**config.mk**
```make
export PLATFORM = sky130hd
export DESIGN_NAME = number_to_text_formatter
export DESIGN_NICKNAME = d
export VERILOG_FILES = /design/src/rtl/txt_pkg.sv /design/src/rtl/txt_bcd.sv /design/src/rtl/txt_seq.sv /design/src/rtl/number_to_text_formatter.sv
export SDC_FILE = /design/constraint.sdc
export NUM_CORES = 1
export LEC_CHECK = 0
export BUFFER_PORTS_ARGS = -buffer_cell sky130_fd_sc_hd__buf_4
export CAP_MARGIN = 15
export CORE_MARGIN = 4
export CORE_UTILIZATION = 35
export CTS_CLUSTER_SIZE = 12
export DETAILED_ROUTE_END_ITERATION = 16
export MAX_ROUTING_LAYER = met4
export PLACE_DENSITY_LB_ADDON = 0.05
export SYNTH_ARGS = -nofsm -noshare
export SYNTH_HDL_FRONTEND = slang
export SYNTH_SLANG_ARGS = --single-unit
```
**constraint.sdc**
```tcl
create_clock -name aclk -period 6.15 [get_ports aclk]
set_input_delay 0.3075 -clock aclk [delete_from_list [all_inputs] [get_ports aclk]]
set_output_delay 0.3075 -clock aclk [all_outputs]
set_load 0.1 [all_outputs]
```
**src/rtl/txt_pkg.sv**
```systemverilog
// Shared types, character codes and mode codes for the number-to-text formatter.
// Depends on nothing; imported by txt_bcd, txt_seq, number_to_text_formatter and tb_top.
package txt_pkg;

    localparam int VALUE_W = 32;
    localparam int CHAR_W  = 7;
    localparam int MODE_W  = 3;
    localparam int BCD_DIGITS = 10;
    localparam int DIG_W   = 4 * BCD_DIGITS;   // digit shift register, nibble digits
    localparam int CNT_W   = 6;                // up to 32 binary digits
    localparam int STEP_W  = 5;                // 32 conversion steps

    localparam logic [MODE_W-1:0] MODE_UDEC = 3'd0;
    localparam logic [MODE_W-1:0] MODE_HEX  = 3'd1;
    localparam logic [MODE_W-1:0] MODE_BIN  = 3'd2;
    localparam logic [MODE_W-1:0] MODE_SDEC = 3'd3;
    localparam logic [MODE_W-1:0] MODE_FIX  = 3'd4;

    localparam logic [CHAR_W-1:0] CH_ZERO  = 7'h30;
    localparam logic [CHAR_W-1:0] CH_A     = 7'h61;
    localparam logic [CHAR_W-1:0] CH_X     = 7'h78;
    localparam logic [CHAR_W-1:0] CH_B     = 7'h62;
    localparam logic [CHAR_W-1:0] CH_MINUS = 7'h2d;
    localparam logic [CHAR_W-1:0] CH_DOT   = 7'h2e;

    localparam logic [CNT_W-1:0] NDIG_DEC = 6'd10;
    localparam logic [CNT_W-1:0] NDIG_HEX = 6'd8;
    localparam logic [CNT_W-1:0] NDIG_BIN = 6'd32;
    localparam logic [CNT_W-1:0] NDIG_FIX = 6'd7;
    // fixed point: the dot follows the third digit, i.e. when four remain
    localparam logic [CNT_W-1:0] FIX_DOT_AT = 6'd5;

    typedef enum logic [1:0] {
        KIND_DEC,
        KIND_HEX,
        KIND_BIN,
        KIND_FIX
    } txt_kind_t;

    typedef struct packed {
        logic                 valid;
        txt_kind_t            kind;
        logic                 neg;
        logic [DIG_W-1:0]     digits;   // most significant digit in the top bits
        logic [CNT_W-1:0]     ndig;
    } seq_load_t;

    typedef struct packed {
        logic                 valid;
        logic [CHAR_W-1:0]    ch;
        logic                 last;
    } txt_char_t;

    function automatic logic [CHAR_W-1:0] digit_char(input logic [3:0] d);
        logic [CHAR_W-1:0] r;
        if (d < 4'd10) begin
            r = CH_ZERO + {3'b000, d};
        end else begin
            r = CH_A + {3'b000, d} - 7'd10;
        end
        return r;
    endfunction

endpackage

```
**src/rtl/txt_bcd.sv**
```systemverilog
// Binary to BCD converter, shift-and-add-3, one input bit per cycle.
// Depends on txt_pkg.
module txt_bcd
    import txt_pkg::*;
(
    input  logic               aclk,
    input  logic               aresetn,
    input  logic               start,
    input  logic [VALUE_W-1:0] bin_in,
    output logic               busy,
    output logic               done,
    output logic [DIG_W-1:0]   bcd
);

    logic               busy_reg, busy_next;
    logic               done_reg, done_next;
    logic [STEP_W-1:0]  cnt_reg, cnt_next;
    logic [VALUE_W-1:0] bin_reg, bin_next;
    logic [DIG_W-1:0]   bcd_reg, bcd_next;
    logic [DIG_W-1:0]   adj;

    // each decimal digit corrected on its own before the shift
    always_comb begin
        for (int i = 0; i < BCD_DIGITS; i++) begin
            if (bcd_reg[4*i +: 4] >= 4'd5) begin
                adj[4*i +: 4] = bcd_reg[4*i +: 4] + 4'd3;
            end else begin
                adj[4*i +: 4] = bcd_reg[4*i +: 4];
            end
        end
    end

    always_comb begin
        busy_next = busy_reg;
        done_next = 1'b0;
        cnt_next  = cnt_reg;
        bin_next  = bin_reg;
        bcd_next  = bcd_reg;
        if (start) begin
            busy_next = 1'b1;
            cnt_next  = '0;
            bin_next  = bin_in;
            bcd_next  = '0;
        end else if (busy_reg) begin
            bcd_next = {adj[DIG_W-2:0], bin_reg[VALUE_W-1]};
            bin_next = {bin_reg[VALUE_W-2:0], 1'b0};
            cnt_next = cnt_reg + 1'b1;
            if (cnt_reg == {STEP_W{1'b1}}) begin
                busy_next = 1'b0;
                done_next = 1'b1;
            end
        end
    end

    always_ff @(posedge aclk) begin
        if (!aresetn) begin
            busy_reg <= 1'b0;
            done_reg <= 1'b0;
            cnt_reg  <= '0;
        end else begin
            busy_reg <= busy_next;
            done_reg <= done_next;
            cnt_reg  <= cnt_next;
        end
        bin_reg <= bin_next;
        bcd_reg <= bcd_next;
    end

    assign busy = busy_reg;
    assign done = done_reg;
    assign bcd  = bcd_reg;

endmodule

```
**src/rtl/txt_seq.sv**
```systemverilog
// Character sequencer: sign or prefix, leading-zero skip (none in fixed mode), then one digit
// per cycle while adv is high, with a dot in fixed mode, out of a shift register. Depends on txt_pkg.
module txt_seq
    import txt_pkg::*;
(
    input  logic      aclk,
    input  logic      aresetn,
    input  seq_load_t load,
    input  logic      adv,      // output register can take a character
    output logic      busy,
    output txt_char_t chr
);

    typedef enum logic [2:0] {
        ST_IDLE,
        ST_SIGN,
        ST_P0,
        ST_P1,
        ST_SKIP,
        ST_DIG,
        ST_DOT
    } seq_state_t;

    seq_state_t        state_reg, state_next;
    txt_kind_t         kind_reg, kind_next;
    logic [DIG_W-1:0]  dig_reg, dig_next;
    logic [CNT_W-1:0]  cnt_reg, cnt_next;
    logic [3:0]        nib;
    logic [DIG_W-1:0]  shifted;

    assign nib     = (kind_reg == KIND_BIN) ? {3'b000, dig_reg[DIG_W-1]} : dig_reg[DIG_W-1 -: 4];
    assign shifted = (kind_reg == KIND_BIN) ? {dig_reg[DIG_W-2:0], 1'b0}
                                            : {dig_reg[DIG_W-5:0], 4'b0000};

    always_comb begin
        state_next = state_reg;
        kind_next  = kind_reg;
        dig_next   = dig_reg;
        cnt_next   = cnt_reg;
        chr.valid  = 1'b0;
        chr.ch     = CH_ZERO;
        chr.last   = 1'b0;
        case (state_reg)
            ST_IDLE: begin
                if (load.valid) begin
                    kind_next = load.kind;
                    dig_next  = load.digits;
                    cnt_next  = load.ndig;
                    if (load.kind == KIND_HEX || load.kind == KIND_BIN) begin
                        state_next = ST_P0;
                    end else if (load.kind == KIND_FIX) begin
                        state_next = ST_DIG;
                    end else if (load.neg) begin
                        state_next = ST_SIGN;
                    end else begin
                        state_next = ST_SKIP;
                    end
                end
            end
            ST_SIGN: begin
                chr.valid = 1'b1;
                chr.ch    = CH_MINUS;
                if (adv) begin
                    state_next = ST_SKIP;
                end
            end
            ST_P0: begin
                chr.valid = 1'b1;
                chr.ch    = CH_ZERO;
                if (adv) begin
                    state_next = ST_P1;
                end
            end
            ST_P1: begin
                chr.valid = 1'b1;
                chr.ch    = (kind_reg == KIND_HEX) ? CH_X : CH_B;
                if (adv) begin
                    state_next = ST_SKIP;
                end
            end
            ST_SKIP: begin
                // the last digit is always shown, so zero prints as "0"
                if (nib == 4'd0 && cnt_reg > 6'd1) begin
                    dig_next = shifted;
                    cnt_next = cnt_reg - 1'b1;
                end else begin
                    state_next = ST_DIG;
                end
            end
            ST_DIG: begin
                chr.valid = 1'b1;
                chr.ch    = digit_char(nib);
                chr.last  = (cnt_reg == 6'd1);
                if (adv) begin
                    dig_next = shifted;
                    cnt_next = cnt_reg - 1'b1;
                    if (cnt_reg == 6'd1) begin
                        state_next = ST_IDLE;
                    end else if (kind_reg == KIND_FIX && cnt_reg == FIX_DOT_AT) begin
                        state_next = ST_DOT;
                    end
                end
            end
            ST_DOT: begin
                chr.valid = 1'b1;
                chr.ch    = CH_DOT;
                if (adv) begin
                    state_next = ST_DIG;
                end
            end
            default: begin
                state_next = ST_IDLE;
            end
        endcase
    end

    always_ff @(posedge aclk) begin
        if (!aresetn) begin
            state_reg <= ST_IDLE;
        end else begin
            state_reg <= state_next;
        end
        kind_reg <= kind_next;
        dig_reg  <= dig_next;
        cnt_reg  <= cnt_next;
    end

    assign busy = (state_reg != ST_IDLE);

endmodule

```
**src/rtl/number_to_text_formatter.sv**
```systemverilog
// Number to text formatter, top level: input control, BCD converter,
// character sequencer and output register. Depends on txt_pkg, txt_bcd, txt_seq.
//
// Usage: one item on the s_ channel carries a 32-bit value and a mode; the
// block answers with its ASCII text on the m_ channel, one character per
// item, most significant digit first, tlast on the final character.
// Modes: 0 unsigned decimal, 1 hex with "0x", 2 binary with "0b",
// 3 signed decimal, 4 fixed point ddd.dddd; other codes act as mode 0.
// Hex and binary go straight to the digit shift register; the sequencer then
// emits the prefix. Between prefix and digits the leading-zero skip drops up
// to 7 hex or 31 binary zero digits without emitting, then one character per
// cycle follows while the output register is not stalled.
// Decimal and fixed modes first pass the value through the shift-and-add-3
// converter, one bit per cycle; then a signed value's minus sign or the first
// fixed digit comes out. Decimal digits go through the same skip (up to 9 zeros).
// A new item is taken once the sequencer has handed over the last character
// of the previous text; that character may still wait in the output register.
// A stall on m_tready holds the output register and every sequencer state that
// shows a character. Reset (aresetn low, synchronous) empties the output register
// and returns every unit to idle; the data registers are not reset.
module number_to_text_formatter
    import txt_pkg::*;
(
    input  logic        aclk,
    input  logic        aresetn,
    input  logic        s_tvalid,
    output logic        s_tready,
    input  logic [39:0] s_tdata,    // [2:0] mode, [34:3] value, [39:35] zero
    output logic        m_tvalid,
    input  logic        m_tready,
    output logic [7:0]  m_tdata,    // [6:0] text_char, [7] zero
    output logic        m_tlast
);

    typedef enum logic [1:0] {
        T_IDLE,
        T_CONV,
        T_RUN
    } top_state_t;

    top_state_t        state_reg, state_next;
    txt_kind_t         kind_reg, kind_next;
    logic              neg_reg, neg_next;
    logic              m_tvalid_reg;
    logic [CHAR_W-1:0] char_reg;
    logic              last_reg;

    logic [MODE_W-1:0]  in_mode;
    logic [VALUE_W-1:0] in_value;
    logic [VALUE_W-1:0] magnitude;
    logic               in_neg;
    txt_kind_t          in_kind;
    logic               accept;
    logic               adv;

    logic              bcd_start;
    logic              bcd_busy;
    logic              bcd_done;
    logic [DIG_W-1:0]  bcd;
    seq_load_t         seq_load;
    logic              seq_busy;
    txt_char_t         chr;

    assign in_mode   = s_tdata[MODE_W-1:0];
    assign in_value  = s_tdata[MODE_W +: VALUE_W];
    assign accept    = s_tvalid && s_tready;
    assign adv       = !m_tvalid_reg || m_tready;
    assign in_neg    = (in_mode == MODE_SDEC) && in_value[VALUE_W-1];
    assign magnitude = in_neg ? (~in_value + 1'b1) : in_value;

    always_comb begin
        case (in_mode)
            MODE_HEX: in_kind = KIND_HEX;
            MODE_BIN: in_kind = KIND_BIN;
            MODE_FIX: in_kind = KIND_FIX;
            default:  in_kind = KIND_DEC;
        endcase
    end

    always_comb begin
        state_next      = state_reg;
        kind_next       = kind_reg;
        neg_next        = neg_reg;
        bcd_start       = 1'b0;
        seq_load.valid  = 1'b0;
        seq_load.kind   = kind_reg;
        seq_load.neg    = neg_reg;
        seq_load.digits = bcd;
        seq_load.ndig   = NDIG_DEC;
        case (state_reg)
            T_IDLE: begin
                if (accept) begin
                    kind_next = in_kind;
                    neg_next  = in_neg;
                    if (in_kind == KIND_HEX || in_kind == KIND_BIN) begin
                        seq_load.valid  = 1'b1;
                        seq_load.kind   = in_kind;
                        seq_load.neg    = 1'b0;
                        seq_load.digits = {in_value, {(DIG_W-VALUE_W){1'b0}}};
                        seq_load.ndig   = (in_kind == KIND_HEX) ? NDIG_HEX : NDIG_BIN;
                        state_next      = T_RUN;
                    end else begin
                        bcd_start  = 1'b1;
                        state_next = T_CONV;
                    end
                end
            end
            T_CONV: begin
                if (bcd_done) begin
                    seq_load.valid = 1'b1;
                    if (kind_reg == KIND_FIX) begin
                        // lowest seven decimal digits: three integer, four fraction
                        seq_load.digits = {bcd[4*7-1:0], {(DIG_W-4*7){1'b0}}};
                        seq_load.ndig   = NDIG_FIX;
                    end
                    state_next = T_RUN;
                end
            end
            T_RUN: begin
                if (!seq_busy) begin
                    state_next = T_IDLE;
                end
            end
            default: begin
                state_next = T_IDLE;
            end
        endcase
    end

    always_ff @(posedge aclk) begin
        if (!aresetn) begin
            state_reg    <= T_IDLE;
            m_tvalid_reg <= 1'b0;
        end else begin
            state_reg <= state_next;
            if (adv) begin
                m_tvalid_reg <= chr.valid;
            end
        end
        kind_reg <= kind_next;
        neg_reg  <= neg_next;
        if (adv) begin
            char_reg <= chr.ch;
            last_reg <= chr.last;
        end
    end

    txt_bcd u_bcd (
        .aclk    (aclk),
        .aresetn (aresetn),
        .start   (bcd_start),
        .bin_in  (magnitude),
        .busy    (bcd_busy),
        .done    (bcd_done),
        .bcd     (bcd)
    );

    txt_seq u_seq (
        .aclk    (aclk),
        .aresetn (aresetn),
        .load    (seq_load),
        .adv     (adv),
        .busy    (seq_busy),
        .chr     (chr)
    );

    assign s_tready = (state_reg == T_IDLE);
    assign m_tvalid = m_tvalid_reg;
    assign m_tdata  = {1'b0, char_reg};
    assign m_tlast  = last_reg;

    // the sequencer is never mid-text while a new item may be taken
    a_idle_seq: assert property (@(posedge aclk) disable iff (!aresetn)
        s_tready |-> !seq_busy)
        else $error("sequencer busy while input is ready");

    // the converter only runs while its result is awaited
    a_bcd_conv: assert property (@(posedge aclk) disable iff (!aresetn)
        bcd_busy |-> (state_reg == T_CONV))
        else $error("converter running outside conversion");

    // an accepted item always closes the input until its text is handed over
    a_accept_close: assert property (@(posedge aclk) disable iff (!aresetn)
        (s_tvalid && s_tready) |=> !s_tready)
        else $error("input reopened straight after an accept");

endmodule

```
==> metrics.log, run 1 <==
INFO  metric outcome = completed
INFO  metric cap_violations = 0
INFO  metric cts.hold.buffers_added = 0
INFO  metric i_o_buffers = 48
INFO  metric cp-startpoint = u_seq.kind_reg[0]$_DFFE_PP_
INFO  metric regToRegStartpoint = u_seq.kind_reg[0]$_DFFE_PP_
INFO  metric first_drt_iteration_drcs = 463
INFO  metric layout.cells.most_common = sky130_fd_sc_hd__nand2_1
INFO  metric report.final.setup_viol = 0
INFO  metric power_density = 325 nW/um^2
INFO  metric fmax = 248 MHz
INFO  metric detail-route-antenna-nets = 0
INFO  metric critical_path_peak_fanout = 43
INFO  metric routabilityCongestion = 0.802
INFO  metric irDropWorstVdd = 171 uV
INFO  metric dr.pass1.iters = 4
INFO  metric setup.worst_path.end_class = flip-flop
INFO  metric async_flop_share = 0
INFO  metric grt_pass1_vias = 6680
INFO  metric hold_path_depth = 2
INFO  metric r2r.worst_path.cells = 8
INFO  metric final_cell_mix = sky130_fd_sc_hd__nand2_1, sky130_fd_sc_hd__edfxtp_1, sky130_fd_sc_hd__o21ai_0, sky130_fd_sc_hd__buf_4, sky130_fd_sc_hd__dfxtp_1
INFO  metric grt_use_total = 0.186
INFO  metric die_width = 164 microns
INFO  metric ctsRootBufferMaster = sky130_fd_sc_hd__clkbuf_16
INFO  metric antenna-diode-count = 0
INFO  metric post-place-ws = 2.05 ns
INFO  metric timing_max_transition_violations_final = 0
INFO  metric layout-area-overhead-vs-synth = 14.3%
INFO  metric cell_area_after_synthesis = 8550 sq um
INFO  metric area_share_of_xor_xnor_cells_in_the_synthesized_design = 0.0574
INFO  metric hold_class = in2reg
INFO  metric grt_max_degree = 76
INFO  metric synth_top_flop_cell = sky130_fd_sc_hd__edfxtp_1
INFO  metric cts-buffers-inserted = 17
INFO  metric cts_tree = built
INFO  metric hold_path_startpoint = aresetn
INFO  metric cts.reportedPaths.clkPinSlew = 0.07 ns
INFO  metric power_leakage = 0.00356 uW
INFO  metric tightest_slew = 1.01 ns
INFO  metric clock_insertion_delay_worst_skew = 0.43 ns
INFO  metric mapped_nets = 1018
INFO  metric synth_simple_gate_area_frac = 0.177
INFO  metric io-pin-count = 55
INFO  metric final_min_period_over_clock_period = 0.655
INFO  metric clk_path_buf_depth = 2
INFO  metric synth_enable_flop_cells = 91
INFO  metric grt-ovfl-total = 0
INFO  metric layout-drive-gt1-share = 0.115
INFO  metric synth.area.mux_share = 0.0281
INFO  metric drt_wl_total = 23800 microns
INFO  metric floorplan.initialDensity = 0.360
INFO  metric worst-endpoint-arrival = 4.13 ns
INFO  metric yosysWarningCount = 0
INFO  metric yosysSeqAreaShare = 0.444
INFO  metric cts_post_setup_buffers_inserted = 0
INFO  metric detail_route.wl_per_cell = 18.5 microns
INFO  metric synth-seq-cells = 144
INFO  metric final_net_count = 1031
INFO  metric timing_worst_setup_path_type = reg2reg
INFO  metric synth_area_per_cell = 9.03 sq um
INFO  metric synth_compound_area_frac = 0.206
INFO  metric required = 6.25 ns
INFO  metric grt_pass1_wl = 37800 microns
INFO  metric setup_slack = 2.12 ns
INFO  metric dp.final_hpwl = 16000 microns
INFO  metric die-area = 27000 sq um
INFO  metric finalHoldViolCount = 0
INFO  metric fin_setup_tns = 0 ns
INFO  metric clock-sinks = 144
INFO  metric synth.distinct_cells = 54
INFO  metric clock-skew-final = 0.0127 ns
INFO  metric floorplan.core_area = 23800 sq um
INFO  metric drt_drc_violations_left = 0
INFO  metric start_kind = flip-flop
INFO  metric rsz_0062_raised_after_global_routing = no
INFO  metric synth_top_family_by_area = compound AO/OA/AOI/OAI gates
INFO  metric cts_repair_resize_count = 0
INFO  metric period_minus_slack = 4.03 ns
INFO  metric cts_max_level = 4
INFO  metric rows = 56
INFO  metric routed_via_count_divided_by_cell_count = 5.36
INFO  metric vias = 6919
INFO  metric syn_inst = 946
INFO  metric worst_slew_margin_rel = 0.322
INFO  metric synth_fa_ha_area_frac = 0.0410
INFO  metric die_height = 164 microns
INFO  metric antenna_found_initial = 0
[final timing paths]
path	endpoint	slack, ns
worst max-delay path	u_seq.dig_reg[31]$_DFFE_PP_	2.12
worst min-delay path	state_reg[0]$_SDFFE_PN0P_	0.18
worst max register to register	u_seq.dig_reg[31]$_DFFE_PP_	2.12
worst min register to register	u_bcd.bcd[0]$_SDFFE_PP0P_	0.50
[layer usage]
| metal | vias up | track usage | wire length (microns) |
|---|---|---|---|
| met5 | - | - | 0 |
| met4 | 0 | 0.0446 | 305 |
| met3 | 20 | 0.0341 | 630 |
| met2 | 105 | 0.292 | 11400 |
| met1 | 3335 | 0.250 | 11500 |
| li1 | 3459 | - | - |
[report_power, final]
group	total [uW]	switching [uW]	internal (uW)
Clock	1050	435	617
Sequential	1300	83.6	1220
Combinational	819	563	256
[Yosys cell counts, types with 2 or more instances]
| cell type | count | area, sq um |
|---|---|---|
| sky130_fd_sc_hd__nand2_1 | 136 | 510 |
| sky130_fd_sc_hd__edfxtp_1 | 91 | 2730 |
| sky130_fd_sc_hd__o21ai_0 | 67 | 335 |
| sky130_fd_sc_hd__clkbuf_1 | 59 | 221 |
| sky130_fd_sc_hd__dfxtp_1 | 53 | 1060 |
| sky130_fd_sc_hd__nor2_1 | 52 | 195 |
| sky130_fd_sc_hd__a21oi_1 | 49 | 245 |
| sky130_fd_sc_hd__xnor2_1 | 49 | 429 |
| sky130_fd_sc_hd__a31oi_1 | 44 | 275 |
| sky130_fd_sc_hd__inv_1 | 35 | 131 |
| sky130_fd_sc_hd__nand3_1 | 35 | 175 |
| sky130_fd_sc_hd__nand2b_1 | 33 | 206 |
| sky130_fd_sc_hd__a211oi_1 | 32 | 240 |
| sky130_fd_sc_hd__a22o_1 | 28 | 245 |
| sky130_fd_sc_hd__ha_1 | 28 | 350 |
| sky130_fd_sc_hd__mux2i_1 | 24 | 240 |
| sky130_fd_sc_hd__nor3_1 | 16 | 80.1 |
| sky130_fd_sc_hd__o211ai_1 | 12 | 90.1 |
| sky130_fd_sc_hd__a21o_1 | 9 | 67.6 |
| sky130_fd_sc_hd__nor2b_1 | 7 | 43.8 |
| sky130_fd_sc_hd__nor4_1 | 7 | 43.8 |
| sky130_fd_sc_hd__xor2_1 | 7 | 61.3 |
| sky130_fd_sc_hd__a221oi_1 | 5 | 43.8 |
| sky130_fd_sc_hd__a41oi_1 | 5 | 43.8 |
| sky130_fd_sc_hd__buf_1 | 5 | 18.8 |
| sky130_fd_sc_hd__and2_1 | 4 | 25.0 |
| sky130_fd_sc_hd__o21a_1 | 4 | 30.0 |
| sky130_fd_sc_hd__or2_2 | 4 | 25.0 |
| sky130_fd_sc_hd__a32o_1 | 3 | 30.0 |
| sky130_fd_sc_hd__and3_1 | 3 | 18.8 |
| sky130_fd_sc_hd__buf_2 | 3 | 15.0 |
| sky130_fd_sc_hd__nand4_1 | 3 | 18.8 |
| sky130_fd_sc_hd__nor3b_1 | 3 | 22.5 |
| sky130_fd_sc_hd__o22ai_1 | 3 | 18.8 |
| sky130_fd_sc_hd__or3_1 | 3 | 18.8 |
| sky130_fd_sc_hd__a211o_1 | 2 | 17.5 |
| sky130_fd_sc_hd__a21boi_0 | 2 | 15.0 |
| sky130_fd_sc_hd__conb_1 | 2 | 7.51 |
| sky130_fd_sc_hd__nand4b_1 | 2 | 17.5 |
| sky130_fd_sc_hd__or4_4 | 2 | 22.5 |
| sky130_fd_sc_hd__or4b_2 | 2 | 20.0 |
[worst max-delay path, cell delays in order, from the launching register on]
cell and delay, ns:
sky130_fd_sc_hd__edfxtp_1 0.43, sky130_fd_sc_hd__nand2b_2 0.68, sky130_fd_sc_hd__mux2i_1 0.51, sky130_fd_sc_hd__ha_1 0.22, sky130_fd_sc_hd__nand2_1 0.05, sky130_fd_sc_hd__a221oi_1 0.36
sky130_fd_sc_hd__o21bai_1 0.18, sky130_fd_sc_hd__a21oi_4 0.82, sky130_fd_sc_hd__buf_4 0.42
[cell type report]
class / instances / area (sq um)
sequential: 144 / 3790
inverter: 35 / 131
multi-input combinational: 699 / 4380
clock inverter: 11 / 101
timing repair buffer: 62 / 465
tap: 319 / 399
fill: 2389 / 14000
clock buffer: 21 / 493
[cell families (layout without fill, tap and decap cells)]
| group | Yosys count | count (layout) |
|---|---|---|
| compound gates | 272 | 272 |
| xor+xnor | 56 | 56 |
| fa+ha+maj | 28 | 28 |
| simple gates | 317 | 317 |
| buf+inv | 103 | 129 |
| mux | 24 | 24 |
| other cells | 2 | 2 |
| flops | 144 | 144 |
[through the flow]
step / util / cell area (sq um) / power [uW] / std cells / hold slack, ns
after floorplan: - / 8550 / 1920 / 946 / 0.446
after global placement: 0.386 / 9180 / 2140 / 1259 / 0.483
after detailed placement: 0.386 / 9180 / 2150 / 1259 / 0.494
after CTS: 0.411 / 9770 / 3210 / 1291 / 0.166
after global routing: 0.411 / 9770 / 3340 / 1291 / 0.173
final: 0.411 / 9770 / 3170 / 1291 / 0.182
(Power assumes the default switching activity.)
==> run 2, diff against run 1 <==
Settings changed: ABC_AREA from default to 1.
Clock period 6.15 ns to 4.15 ns, I/O delays scaled along.
==> run 2 against run 1 <==
  * Via count is 15% higher
  * Clock skew is 0.00080 ns higher
  * Non-clock buffer count down 2
  * Synthesized cell count rose by 28%
  * Sequential power grew 83%
  * First-iteration DRC count is 6.9% higher
  * Count of clock-buffer cells in the layout is 2 lower
  * Fmax grew 60%
  * Critical path type unchanged
  * Critical endpoint is now u_seq.dig_reg[25]$_DFFE_PP_
  * Largest power group unchanged
==> metrics.log, run 2 <==
INFO  metric io-pin-count = 55
INFO  metric irDropWorstVdd = 359 uV
INFO  metric async_flop_share = 0
INFO  metric critical_path_peak_fanout = 46
INFO  metric layout-drive-gt1-share = 0.0994
INFO  metric synth_largest_type_area_fraction = 0.302
INFO  metric grt_max_degree = 54
INFO  metric synth_top_flop_cell = sky130_fd_sc_hd__edfxtp_1
INFO  metric dr.pass1.iters = 5
INFO  metric cts_repair_resize_count = 0
INFO  metric power_leakage = 0.00438 uW
INFO  metric rows = 58
INFO  metric dp.final_hpwl = 19700 microns
INFO  metric syn_inst = 1208
INFO  metric detail_route.wl_per_cell = 17.5 microns
INFO  metric report.final.setup_viol = 0
INFO  metric final_net_count = 1306
INFO  metric grt-ovfl-total = 0
INFO  metric yosysSeqAreaShare = 0.419
INFO  metric vias = 7962
INFO  metric die_width = 169 microns
INFO  metric first_drt_iteration_drcs = 495
INFO  metric die-area = 28500 sq um
INFO  metric period_minus_slack = 2.52 ns
INFO  metric timing_worst_setup_path_type = reg2reg
INFO  metric cts.reportedPaths.clkPinSlew = 0.07 ns
INFO  metric power_density = 586 nW/um^2
INFO  metric cts_tree = built
INFO  metric mapped_nets = 1280
INFO  metric synth-seq-cells = 144
INFO  metric clk_path_buf_depth = 2
INFO  metric tightest_slew = 0.778 ns
INFO  metric worst_slew_margin_rel = 0.481
INFO  metric finalPower = 5990 uW
INFO  metric floorplan.initialDensity = 0.357
INFO  metric worst-endpoint-arrival = 2.57 ns
INFO  metric cts_post_setup_buffers_inserted = 0
INFO  metric synth_enable_flop_cells = 91
INFO  metric routabilityCongestion = 0.848
INFO  metric cts.hold.buffers_added = 0
INFO  metric finalHoldViolCount = 0
INFO  metric cap_violations = 0
INFO  metric fmax = 397 MHz
INFO  metric fin_setup_tns = 0 ns
INFO  metric hold_class = in2reg
INFO  metric start_kind = flip-flop
INFO  metric clock_insertion_delay_worst_skew = 0.43 ns
INFO  metric synth.top_cells.by_area = sky130_fd_sc_hd__edfxtp_1, sky130_fd_sc_hd__nand2_1, sky130_fd_sc_hd__dfxtp_1
INFO  metric setup.worst_path.end_class = flip-flop
INFO  metric outcome = completed
INFO  metric clock-sinks = 144
INFO  metric layout.cells.most_common = sky130_fd_sc_hd__nand2_1
INFO  metric cts-buffers-inserted = 17
INFO  metric final_cell_mix = sky130_fd_sc_hd__nand2_1, sky130_fd_sc_hd__o21ai_0, sky130_fd_sc_hd__inv_1, sky130_fd_sc_hd__nor2_1, sky130_fd_sc_hd__a21oi_1
INFO  metric detail-route-antenna-nets = 0
INFO  metric antenna_found_initial = 1
INFO  metric ys_top_cells_by_count = sky130_fd_sc_hd__nand2_1, sky130_fd_sc_hd__o21ai_0, sky130_fd_sc_hd__inv_1
INFO  metric ctsRootBufferMaster = sky130_fd_sc_hd__clkbuf_16
INFO  metric drt_drc_violations_left = 0
INFO  metric drt_wl_total = 27600 microns
INFO  metric clock-skew-final = 0.0135 ns
INFO  metric synth.distinct_cells = 43
INFO  metric grt_use_total = 0.201
INFO  metric timing_max_transition_violations_final = 0
INFO  metric grt_pass1_wl = 43500 microns
INFO  metric yosysWarningCount = 0
INFO  metric post-synth-top-area-cell = sky130_fd_sc_hd__edfxtp_1
INFO  metric layout-area-overhead-vs-synth = 13.0%
INFO  metric synth_area_per_cell = 7.49 sq um
INFO  metric grt_pass1_vias = 7759
INFO  metric routed_via_count_divided_by_cell_count = 5.05
INFO  metric floorplan.core_area = 25300 sq um
INFO  metric final_min_period_over_clock_period = 0.608
INFO  metric cell_area_after_synthesis = 9050 sq um
INFO  metric die_height = 169 microns
INFO  metric rsz_0062_raised_after_global_routing = no
INFO  metric required = 4.20 ns
INFO  metric i_o_buffers = 48
INFO  metric yosysMostFrequentCell = sky130_fd_sc_hd__nand2_1
INFO  metric cts_max_level = 4
[run 2: stage by stage]
step | utilization | hold slack, ns | setup WS [ns] | instance area [sq um] | std cells
after global placement | 0.381 | 0.458 | 1.61 | 9650 | 1545
final | 0.404 | 0.0542 | 1.63 | 10200 | 1578
after detailed placement | 0.381 | 0.467 | 1.64 | 9650 | 1545
after global routing | 0.404 | 0.0558 | 1.44 | 10200 | 1578
after CTS | 0.404 | 0.0396 | 1.63 | 10200 | 1577
after floorplan | - | 0.328 | 0.635 | 9050 | 1208
[run 2: worst paths after layout]
path | to | cells after the start | start | slack [ns]
worst max-delay path | u_seq.dig_reg[25]$_DFFE_PP_ | 11 | u_seq.kind_reg[0]$_DFFE_PP_ | 1.63
worst min-delay path | u_seq.state_reg[0]$_SDFFE_PN0P_ | 3 | aresetn | 0.05
worst max register to register | u_seq.dig_reg[25]$_DFFE_PP_ | 11 | u_seq.kind_reg[0]$_DFFE_PP_ | 1.63
worst min register to register | u_bcd.cnt_reg[4]$_SDFFE_PP0P_ | 2 | u_bcd.cnt_reg[4]$_SDFFE_PP0P_ | 0.47
[run 2: final cells by class]
cell class              count  area, sq um
clock buffers              19          433
diodes                      1         2.50
well taps                 330          413
flip-flops and latches    144         3790
clock inverters            13          138
fillers                  2723        15100
inverters                 134          503
repair buffers             60          463
multi-input cells         877         4480
[run 2: kinds of logic (layout without fill, tap and decap cells)]
group           Yosys count  count (layout)  synth area share
compound gates          289             289             0.175
fa+ha+maj                28              28            0.0387
flops                   144             144             0.419
buf+inv                 187             226            0.0870
other cells               2               3          0.000830
simple gates            523             523             0.245
xor+xnor                 35              35            0.0339
[run 2: critical path, stage by stage (launching register included)]
cell and delay (ns):
sky130_fd_sc_hd__edfxtp_1 0.39, sky130_fd_sc_hd__inv_1 0.10, sky130_fd_sc_hd__nand2_1 0.18, sky130_fd_sc_hd__nand2_1 0.11, sky130_fd_sc_hd__o21ai_0 0.14, sky130_fd_sc_hd__inv_1 0.13
sky130_fd_sc_hd__ha_1 0.15, sky130_fd_sc_hd__nand3_1 0.08, sky130_fd_sc_hd__inv_1 0.08, sky130_fd_sc_hd__a21oi_1 0.09, sky130_fd_sc_hd__nor3_4 0.11, sky130_fd_sc_hd__buf_4 0.55
[run 2: power by group]
part | total (uW) | internal (uW) | switching, uW
Clock | 1540 | 887 | 656
Combinational | 2070 | 584 | 1490
Sequential | 2380 | 2110 | 267
Total | 5990 | 3580 | 2410
[run 2: routing by layer]
metal,track usage,vias to the layer above,wire length (microns)
li1,-,4074,-
met1,0.258,3729,13000
met2,0.329,124,13200
met3,0.0299,35,779
met4,0.0603,0,553
met5,-,-,0
